[config.mk]
export PLATFORM = sky130hd
export DESIGN_NAME = pid_temperature_controller
export DESIGN_NICKNAME = d
export VERILOG_FILES = /design/src/pidtc_pkg.sv /design/src/pidtc_datapath.sv /design/src/pid_temperature_controller.sv
export SDC_FILE = /design/constraint.sdc
export NUM_CORES = 2
export LEC_CHECK = 0
export ABC_AREA = 1
export BUFFER_PORTS_ARGS = -buffer_cell sky130_fd_sc_hd__buf_2
export CAP_MARGIN = 10
export CORE_ASPECT_RATIO = 1.2
export CORE_UTILIZATION = 61
export DETAILED_ROUTE_END_ITERATION = 16
export GPL_TIMING_DRIVEN = 0
export PLACE_DENSITY_LB_ADDON = 0.2
export SLEW_MARGIN = 10
export SYNTH_ARGS = -nofsm -noshare
export SYNTH_HDL_FRONTEND = slang
export SYNTH_SLANG_ARGS = --single-unit
[constraint.sdc]
create_clock -name clk_i -period 19.7 [get_ports clk_i]
set_clock_uncertainty 0.2 [all_clocks]
set_input_delay 1.97 -clock clk_i [delete_from_list [all_inputs] [get_ports clk_i]]
set_output_delay 1.97 -clock clk_i [all_outputs]
set_load 0.005 [all_outputs]
[src/pidtc_pkg.sv]
// Shared types, register codes and reset values for the PID temperature controller.
`timescale 1ns / 1ps
`default_nettype none

package pidtc_pkg;

  // Field widths
  localparam int unsigned SampleW = 10;
  localparam int unsigned TempW   = 19;
  localparam int unsigned ErrW    = 21;  // internal error width
  localparam int unsigned ErrOutW = 20;  // error as reported
  localparam int unsigned GainW   = 16;
  localparam int unsigned DelayW  = 8;
  localparam int unsigned DutyW   = 8;
  localparam int unsigned IntegW  = 32;
  localparam int unsigned CountW  = 9;
  localparam int unsigned CfgIdxW = 3;
  localparam int unsigned CfgDatW = 19;

  // Temperature per ADC step, 1/1024 degree units
  localparam int unsigned TempScale = 500;
  // Terms carry 18 fractional bits (Q8.8 gain times 1/1024 error)
  localparam int unsigned TermShift = 18;
  localparam int unsigned DutyMax   = 255;

  localparam logic [CountW-1:0] CountSat = '1;

  // Register indexes
  localparam logic [CfgIdxW-1:0] RegTarget      = 3'd0;
  localparam logic [CfgIdxW-1:0] RegKp          = 3'd1;
  localparam logic [CfgIdxW-1:0] RegKi          = 3'd2;
  localparam logic [CfgIdxW-1:0] RegKd          = 3'd3;
  localparam logic [CfgIdxW-1:0] RegIntegMargin = 3'd4;
  localparam logic [CfgIdxW-1:0] RegIntegDelay  = 3'd5;
  localparam logic [CfgIdxW-1:0] RegDriveThr    = 3'd6;
  localparam logic [CfgIdxW-1:0] RegRelayThr    = 3'd7;

  // Reset values
  localparam logic [TempW-1:0]  TargetRst      = 19'd20480;
  localparam logic [GainW-1:0]  KpRst          = 16'd10240;
  localparam logic [GainW-1:0]  KiRst          = 16'd1280;
  localparam logic [GainW-1:0]  KdRst          = 16'd1280;
  localparam logic [GainW-1:0]  IntegMarginRst = 16'd922;
  localparam logic [DelayW-1:0] IntegDelayRst  = 8'd10;
  localparam logic [GainW-1:0]  DriveThrRst    = 16'd512;
  localparam logic [GainW-1:0]  RelayThrRst    = 16'd512;

  typedef struct packed {
    logic [TempW-1:0]  target_temp;
    logic [GainW-1:0]  kp_gain;
    logic [GainW-1:0]  ki_gain;
    logic [GainW-1:0]  kd_gain;
    logic [GainW-1:0]  integral_margin;
    logic [DelayW-1:0] integral_delay;
    logic [GainW-1:0]  drive_threshold;
    logic [GainW-1:0]  relay_threshold;
  } pidtc_cfg_t;

  typedef struct packed {
    logic [DutyW-1:0]          fan_duty;
    logic                      heater_relay;
    logic [TempW-1:0]          temperature;
    logic signed [ErrOutW-1:0] temp_error;
  } pidtc_res_t;

  // Divide a term by 2^18, rounding toward zero
  function automatic logic signed [21:0] trunc_term(input logic signed [39:0] x);
    logic signed [39:0] adj;
    adj = x + (x[39] ? 40'sd262143 : 40'sd0);
    return adj[39:TermShift];
  endfunction

endpackage

`default_nettype wire

[src/pidtc_datapath.sv]
// Control law for one sample: error, P/I/D terms, integration gate, fan and relay.
`timescale 1ns / 1ps
`default_nettype none

module pidtc_datapath
  import pidtc_pkg::*;
(
  input  wire logic               clk_i,
  input  wire logic               rst_ni,
  input  wire pidtc_cfg_t         cfg_i,
  input  wire logic [SampleW-1:0] sample_i,
  input  wire logic               step_i,
  output pidtc_res_t              res_o
);

  logic signed [ErrW-1:0]   last_err_q, last_err_d;
  logic signed [IntegW-1:0] integ_q, integ_d;
  logic [CountW-1:0]        count_q, count_d;

  logic [TempW-1:0]         temp;
  logic signed [ErrW-1:0]   err;
  logic [ErrW-1:0]          abs_err;
  logic signed [ErrW:0]     err_diff;
  logic signed [37:0]       p_full;
  logic signed [37:0]       i_full;
  logic signed [38:0]       d_full;
  logic signed [38:0]       acc;
  logic signed [IntegW-1:0] acc_sat;
  logic                     in_margin;
  logic                     integ_on;
  logic signed [23:0]       term_sum;
  logic [DutyW-1:0]         duty;

  // Temperature and error
  assign temp     = TempW'(sample_i) * TempW'(TempScale);
  assign err      = $signed({2'b00, temp}) - $signed({2'b00, cfg_i.target_temp});
  assign abs_err  = err[ErrW-1] ? ErrW'(-err) : ErrW'(err);
  assign err_diff = (ErrW+1)'(err) - (ErrW+1)'(last_err_q);

  // Gain products
  assign p_full = 38'($signed({1'b0, cfg_i.kp_gain})) * 38'(err);
  assign i_full = 38'($signed({1'b0, cfg_i.ki_gain})) * 38'(err);
  assign d_full = 39'($signed({1'b0, cfg_i.kd_gain})) * 39'(err_diff);

  // Integral accumulate with 32-bit saturation
  assign acc = 39'(integ_q) + 39'(i_full);
  always_comb begin
    if (acc > 39'sd2147483647) begin
      acc_sat = 32'sh7FFF_FFFF;
    end else if (acc < -39'sd2147483648) begin
      acc_sat = 32'sh8000_0000;
    end else begin
      acc_sat = acc[IntegW-1:0];
    end
  end

  // Integration gate: count in-margin samples, clear on leaving the margin
  assign in_margin = abs_err <= ErrW'(cfg_i.integral_margin);
  assign integ_on  = count_q > CountW'(cfg_i.integral_delay);

  always_comb begin
    if (!in_margin) begin
      integ_d = '0;
      count_d = '0;
    end else if (integ_on) begin
      integ_d = acc_sat;
      count_d = CountSat;
    end else begin
      integ_d = integ_q;
      count_d = count_q + CountW'(1);
    end
  end

  assign last_err_d = err;

  // Sum of terms truncated to whole duty units
  assign term_sum = 24'(trunc_term(40'(p_full))) + 24'(trunc_term(40'(integ_d)))
                  + 24'(trunc_term(40'(d_full)));

  // Clamp the duty; drive only above the threshold
  always_comb begin
    if (err <= $signed({5'b00000, cfg_i.drive_threshold})) begin
      duty = '0;
    end else if (term_sum < 24'sd0) begin
      duty = '0;
    end else if (term_sum > 24'(DutyMax)) begin
      duty = DutyW'(DutyMax);
    end else begin
      duty = term_sum[DutyW-1:0];
    end
  end

  assign res_o.fan_duty     = duty;
  assign res_o.heater_relay = err <= -$signed({5'b00000, cfg_i.relay_threshold});
  assign res_o.temperature  = temp;
  assign res_o.temp_error   = err[ErrOutW-1:0];

  // Advance controller state once per word
  always_ff @(posedge clk_i or negedge rst_ni) begin
    if (!rst_ni) begin
      last_err_q <= '0;
      integ_q    <= '0;
      count_q    <= '0;
    end else if (step_i) begin
      last_err_q <= last_err_d;
      integ_q    <= integ_d;
      count_q    <= count_d;
    end
  end

  // Counter either saturated or still counting toward the delay
  a_count_range : assert property (@(posedge clk_i) disable iff (!rst_ni)
    (count_q == CountSat) || (count_q <= CountW'(256)))
    else $error("margin counter out of range");

  // A nonzero integral only exists once integration has started
  a_integ_gated : assert property (@(posedge clk_i) disable iff (!rst_ni)
    (integ_q != '0) |-> (count_q == CountSat))
    else $error("integral nonzero while integration is off");

endmodule

`default_nettype wire

[src/pid_temperature_controller.sv]
// Top level of the PID temperature controller: config registers, pipeline and handshakes.
//
//   channel  direction  handshake                 payload
//   in       input      in_valid_i / in_stall_o   adc_sample_i
//   out      output     out_valid_o / out_stall_i fan_duty_o, heater_relay_o,
//                                                 temperature_o, temp_error_o
//   cfg      input      cfg_valid_i / cfg_ready_o cfg_index_i, cfg_data_i
//
// One word per cycle sustained while out_stall_i is low; a result is offered from the result
// register once its sample has passed the sample register. The sample register feeds a single
// combinational pass (two 16x21 and one 16x22 multiply, integral add and clamp) into the result
// register; controller state updates as the result loads. Reset clears controller state and loads default gains.
// A stalled result holds; the sample register keeps taking words while it is empty
// or the result register is free or draining. Config writes are always ready.
`timescale 1ns / 1ps
`default_nettype none

module pid_temperature_controller
  import pidtc_pkg::*;
(
  input  wire logic               clk_i,
  input  wire logic               rst_ni,
  // Sample channel
  input  wire logic               in_valid_i,
  output logic                    in_stall_o,
  input  wire logic [SampleW-1:0] adc_sample_i,
  // Result channel
  output logic                    out_valid_o,
  input  wire logic               out_stall_i,
  output logic [DutyW-1:0]        fan_duty_o,
  output logic                    heater_relay_o,
  output logic [TempW-1:0]        temperature_o,
  output logic [ErrOutW-1:0]      temp_error_o,
  // Config write channel
  input  wire logic               cfg_valid_i,
  output logic                    cfg_ready_o,
  input  wire logic [CfgIdxW-1:0] cfg_index_i,
  input  wire logic [CfgDatW-1:0] cfg_data_i
);

  pidtc_cfg_t         cfg_q;
  logic               s1_valid_q;
  logic [SampleW-1:0] s1_sample_q;
  logic               out_valid_q;
  pidtc_res_t         res_q;
  pidtc_res_t         res;
  logic               advance;
  logic               in_take;

  // Config registers
  assign cfg_ready_o = 1'b1;

  always_ff @(posedge clk_i or negedge rst_ni) begin
    if (!rst_ni) begin
      cfg_q.target_temp     <= TargetRst;
      cfg_q.kp_gain         <= KpRst;
      cfg_q.ki_gain         <= KiRst;
      cfg_q.kd_gain         <= KdRst;
      cfg_q.integral_margin <= IntegMarginRst;
      cfg_q.integral_delay  <= IntegDelayRst;
      cfg_q.drive_threshold <= DriveThrRst;
      cfg_q.relay_threshold <= RelayThrRst;
    end else if (cfg_valid_i && cfg_ready_o) begin
      case (cfg_index_i)
        RegTarget:      cfg_q.target_temp     <= cfg_data_i;
        RegKp:          cfg_q.kp_gain         <= cfg_data_i[GainW-1:0];
        RegKi:          cfg_q.ki_gain         <= cfg_data_i[GainW-1:0];
        RegKd:          cfg_q.kd_gain         <= cfg_data_i[GainW-1:0];
        RegIntegMargin: cfg_q.integral_margin <= cfg_data_i[GainW-1:0];
        RegIntegDelay:  cfg_q.integral_delay  <= cfg_data_i[DelayW-1:0];
        RegDriveThr:    cfg_q.drive_threshold <= cfg_data_i[GainW-1:0];
        RegRelayThr:    cfg_q.relay_threshold <= cfg_data_i[GainW-1:0];
        default: ;
      endcase
    end
  end

  // Pipeline control: result register loads when empty or being taken
  assign advance    = !out_valid_q || !out_stall_i;
  assign in_stall_o = s1_valid_q && !advance;
  assign in_take    = in_valid_i && !in_stall_o;

  // Sample register
  always_ff @(posedge clk_i or negedge rst_ni) begin
    if (!rst_ni) begin
      s1_valid_q <= 1'b0;
    end else if (in_take || advance) begin
      s1_valid_q <= in_take;
    end
  end

  always_ff @(posedge clk_i) begin
    if (in_take) begin
      s1_sample_q <= adc_sample_i;
    end
  end

  pidtc_datapath u_datapath (
    .clk_i    (clk_i),
    .rst_ni   (rst_ni),
    .cfg_i    (cfg_q),
    .sample_i (s1_sample_q),
    .step_i   (s1_valid_q && advance),
    .res_o    (res)
  );

  // Result register
  always_ff @(posedge clk_i or negedge rst_ni) begin
    if (!rst_ni) begin
      out_valid_q <= 1'b0;
    end else if (advance) begin
      out_valid_q <= s1_valid_q;
    end
  end

  always_ff @(posedge clk_i) begin
    if (s1_valid_q && advance) begin
      res_q <= res;
    end
  end

  assign out_valid_o    = out_valid_q;
  assign fan_duty_o     = res_q.fan_duty;
  assign heater_relay_o = res_q.heater_relay;
  assign temperature_o  = res_q.temperature;
  assign temp_error_o   = res_q.temp_error;

  // A word taken while the sample register is full needs the held word to move on in the same cycle
  a_no_overwrite : assert property (@(posedge clk_i) disable iff (!rst_ni)
    (in_take && s1_valid_q) |-> advance)
    else $error("sample register overwritten");

  // A word leaving the sample register shows up as a result next cycle
  a_result_follows : assert property (@(posedge clk_i) disable iff (!rst_ni)
    (s1_valid_q && advance) |=> out_valid_o)
    else $error("result lost");

  // Fan drive and heater relay are never on together
  a_fan_relay_excl : assert property (@(posedge clk_i) disable iff (!rst_ni)
    out_valid_o |-> !((fan_duty_o != '0) && heater_relay_o))
    else $error("fan and heater both on");

endmodule

`default_nettype wire
* Word level (Yosys, flattened, before mapping)
Index checks and enable logic that the tools add are counted.
** Word-level totals
- Input bits :: 37
- Register bits :: 242
- Logic and storage cells :: 78
** Cells by class
- Reduce and logical (&&, ||, !) cells :: 19
- Multiply operators :: 4
- Muxes and demuxes :: 11
- Magnitude comparators :: 8
- Add/sub/neg operators :: 11
- Equality and inequality tests :: 7
** Operators with widths (number)
- $mux 32 :: 4
- $mul 17x20->37 :: 2
- $mux 18 :: 3
- $add 39x19->40 :: 1
- $add 32x38->39 :: 1
- $gt 39x32->1 const B :: 1
- $lt 39x32->1 const B :: 1
- $mul 17x22->39 :: 1
- $add 37x19->38 :: 1
- $add 32x19->33 :: 1
- $add 23x22->24 :: 1
- $gt 24x8->1 const B :: 1
- $lt 24x1->1 const B :: 1
- $add 21x15->22 :: 1
- $le 20x21->1 :: 1
- $le 21x16->1 :: 1
- $mux 21 :: 1
- $neg 16->21 :: 1
- $neg 20->21 :: 1
- $sub 20x20->21 :: 1
- $le 20x17->1 :: 1
- $sub 19x19->20 :: 1
- $mux 9 :: 2
- $mul 10x7->17 const B :: 1
- 12 further kinds :: 29

* Logic depth before layout (Yosys ltp)
- Depth after elaboration :: 15
- Gate-level depth with buffers :: 113
- Depth with buffers taken out :: 110

* By module
Synthesis repeated with hierarchy kept, for this count alone.
** Unflattened totals
- Cells, all modules :: 7505
- Area, all modules :: 58605.0 um2
** Modules (own cells, without submodules)
- pidtc_datapath :: cells an instance 6884, times used 1, area each 51836.0 um2
- pid_temperature_controller :: cells an instance 621, times used 1, area each 6769.0 um2

* Worst setup path after synthesis
No wires, ideal clock.
- Kind :: register to register
- Start point :: register s1_sample_q[2]
- End point :: register res_q, in the netlist fan_duty_o[0] (data pin)
- Stages on the path, launching flop included :: 103
- Path slack :: 1.402 ns
- Path buffers :: 1
- Clock period less this slack :: 18.298 ns
- Setup time :: 0.255 ns
- Data arrival time :: 17.843 ns
- Cells stage by stage :: edfxtp_1 fa_1 inv_1 fa_1 fa_1 fa_1 inv_1 ha_1 a21oi_1 o21ai_0 a21oi_1 o21bai_1 xnor2_1 inv_1 ha_1 nand2_1 nor2_1 inv_1 [67 not listed] nand2_1 nand2_1 nand2_1 nand3_1 nand2_1 xor2_1 ha_1 nand2_1 nor4_1 nand3_1 nand3_1 o21ai_0 a221oi_1 nand3_1 nor2_1 nand2_1 o21ai_0 inv_1
** RTL lines
- start: declaration :: line pid_temperature_controller.sv:43 : logic [SampleW-1:0] s1_sample_q;
- start signal: assignment :: line pid_temperature_controller.sv:94 : s1_sample_q <= adc_sample_i;
- end signal: assignment :: line pid_temperature_controller.sv:118 : res_q <= res;
- end: declaration :: line pid_temperature_controller.sv:45 : pidtc_res_t res_q;

==> results.toml <==
[detailed_routing]
post_drt_wl_per_cell_um = 20.70
drt_first_pass_iters = 10
ant_nets = 0
vias_per_cell = 5.661
totalWireLength_um = 187200
via_count = 51210
drc_errors = 0
drt_iter0_drc = 4014

[synth]
synthXorXnorAreaFrac_pct = 3.509
muxShareOfSynthArea_pct = 0
synth_top_family_by_area = "adder cells"
synth-adder-area-share_pct = 46.46
synth-seq-cells = 242
synth_top_cell_area_share_pct = 34.64
synth_edf_count = 56
syn_inst = 7571
synth-compound-area-share_pct = 7.002
yosysUniqueCellTypes = 60
synth.area.top_cells = "fa_1 (35%), ha_1 (12%), inv_1 (12%), nand2_1 (11%), dfrtp_1 (7.2%)"
yosys.area.top_type = "fa_1"
syn_avg_cell_area_um2 = 7.748
ys.flop_type = "dfrtp_1"
async_reset_ff_share_pct = 76.86
yosysSeqAreaShare_pct = 10.84
syn-cell-area_um2 = 58660
synthSimpleGateAreaFrac_pct = 19.05
yosys_warnings = 0

[clock_tree]
clock_path_buffers = 3
clkTransAtPathRegs_ns = 0.06
cts_root_buf = "clkbuf_16"
cts_sinks = 242
h-tree-depth = 1
hold_buffers = 0
clkLatencyLatePin_ns = 0.66
cts_made_buffers = 30
cts_tree = "done"

[worst_setup_path]
crit_path_frequent_cell = "nand2_1"
cp-end-kind = "register"
worst_path_largest_cell_delay_ns = 0.97
path_class = "register to register"
arrival_ns = 19.12
worstReg2RegStart = "s1_sample_q[0]$_DFFE_PP_"
crit_required_ns = 19.89
cp_slowest_cell = "clkbuf_1"
worstSetupStartpointType = "register"
critical_path.startpoint = "s1_sample_q[0]$_DFFE_PP_"
critPathBufInv = 16
cp_top_family = "adder cells"
critPathMaxFanout = 14
r2r_slack_ns = 0.77

[die]
die_h_um = 341.7
die_x_um = 285.1
num_rows = 124
ioPinCount = 88
coreArea_um2 = 95260
die-area_um2 = 97420
initial_core_util_pct = 61.58

[final_layout]
final_cell_mix = "inv_1 (1789), nand2_1 (1620), fa_1 (1006), nor2_1 (658), ha_1 (518)"
n_antenna_cell = 0
num-nets-final = 9368
drive_gt1_share_pct = 7.449
area_growth_pct = 9.212
final_common_cell = "inv_1"
utilization_pct = 67.25
n_fill_cell = 8125

[placement]
place_hpwl_um = 152300
io_buffers = 84
routabilityCongestion = 1.033

[min_path]
hold_start = "cfg_q[38]$_DFFE_PN0P_"
min_path_type = "register to register"

[outcome]
violations = "capacitance limit"
status = "finished, violations left"

[grt]
overflow = 0
antenna_found_initial = 3
grt_pass1_vias = 53060
grt_util_all_layers_pct = 39.14
grt_pass1_wl_um = 291000
grt_max_degree = 66

[run]
cap_violations = 1

[sta]
fin_crit_ns = 18.93
hold_violations = 0
max_clock_freq_mhz = 52.82
finalMaxSlewViolations = 0
setup_viol = 0
tightest_slew_ns = 1.497
period_share_pct = 96.10
relSlewSlack_pct = 0.1913
sequential cells by signal, indices dropped and copies added, names as in the netlist:
register               cells
cfg_q                    123
u_datapath.integ_q        32
temp_error_o              20
u_datapath.last_err_q     20
temperature_o             17
s1_sample_q               10
u_datapath.count_q         9
fan_duty_o                 8
heater_relay_o             1
out_valid_o                1
s1_valid_q                 1
layout make-up:
class | count | area, um^2 | share of cell area, %
multi-input cells | 5295 | 45920 | 71.68
clock inverters | 20 | 256.5 | 0.4004
plain buffers | 196 | 1079 | 1.683
well taps | 1260 | 1577 | 2.461
repair buffers | 163 | 1151 | 1.797
clock buffers | 36 | 814.5 | 1.271
flip-flops and latches | 242 | 6359 | 9.925
inverters | 1834 | 6910 | 10.79
through the flow:
step,TNS (ns),hold slack (ns),cells,instance area [um^2],worst slack (ns)
CTS,0,0.2886,8999,62590,0.01818
finish,0,0.2832,9046,64070,0.7691
detailed placement,-22.06,0.2728,8923,60820,-2.842
floorplan,0,0.2473,7572,58670,1.402
global route,-1.911,0.2984,9046,64070,-0.2675
global placement,-30.17,0.2542,8916,60660,-3.979
cell usage after synthesis (21+ instances only):
library cell and instances:
inv_1 1799, nand2_1 1645, fa_1 1015, nor2_1 680
ha_1 554, a21oi_1 305, o21ai_0 285, nand3_1 194
clkbuf_1 168, dfrtp_1 168, xor2_1 161, xnor2_1 74
edfxtp_1 56, nand4_1 54, nor3_1 50, or2_2 28
clkinv_1 24, a21o_1 21, a221oi_1 21
per-layer routing:
metal	global-route usage, %	share of wire, %	up-vias	routed length (um)
li1	-	-	23090	-
met1	44.90	35	25140	65490
met3	7.940	8.7	770	16210
met2	65.97	48	2203	89190
met5	0	0.059	-	111
met4	26.63	8.7	6	16210
final timing paths:
kind | cells after the start | to
hold / removal | 2 | cfg_q[38]$_DFFE_PN0P_
hold reg to reg | 2 | cfg_q[38]$_DFFE_PN0P_
max in group asynchronous | 3 | u_datapath.integ_q[5]$_DFFE_PN0P_
setup reg to reg | 92 | fan_duty_o[7]$_SDFFCE_PP0P_
setup / recovery | 92 | fan_duty_o[7]$_SDFFCE_PP0P_
min in group asynchronous | 1 | cfg_q[7]$_DFFE_PN0P_
worst reg2reg max path: cells and delay by family (launching register included):
kind                       cells  cell delay (ns)
and+or+nand+nor               39             4.18
adders and majority gates     18             7.79
buffers and inverters         16             2.41
xor gates and xnor gates       3             0.55
DFF                            1             0.41
AOI/OAI and AO/OA             16             3.17
what timing repair did:
| item | 4_1_cts | 5_1_grt |
|---|---|---|
| cloned | 0 | 3 |
| endpoints found under the setup margin | 8 | 8 |
| resized for setup | 156 | 236 |
| pin swaps | 14 | 88 |
| buffers inserted | 23 | 48 |
logic make-up (layout without fill, tap and decap cells):
| kind of cell | after synthesis | count (layout) |
|---|---|---|
| AO/OA/AOI/OAI | 743 | 743 |
| XOR/XNOR | 235 | 235 |
| adder cells (fa/ha/maj) | 1569 | 1569 |
| buffers and inverters | 2037 | 2249 |
| flip-flops | 242 | 242 |
| other | 2 | 3 |
| AND/OR/NAND/NOR | 2743 | 2745 |
Power is not shown: default switching activity piles up to over one toggle a cycle in this logic, so the estimate is an artifact.
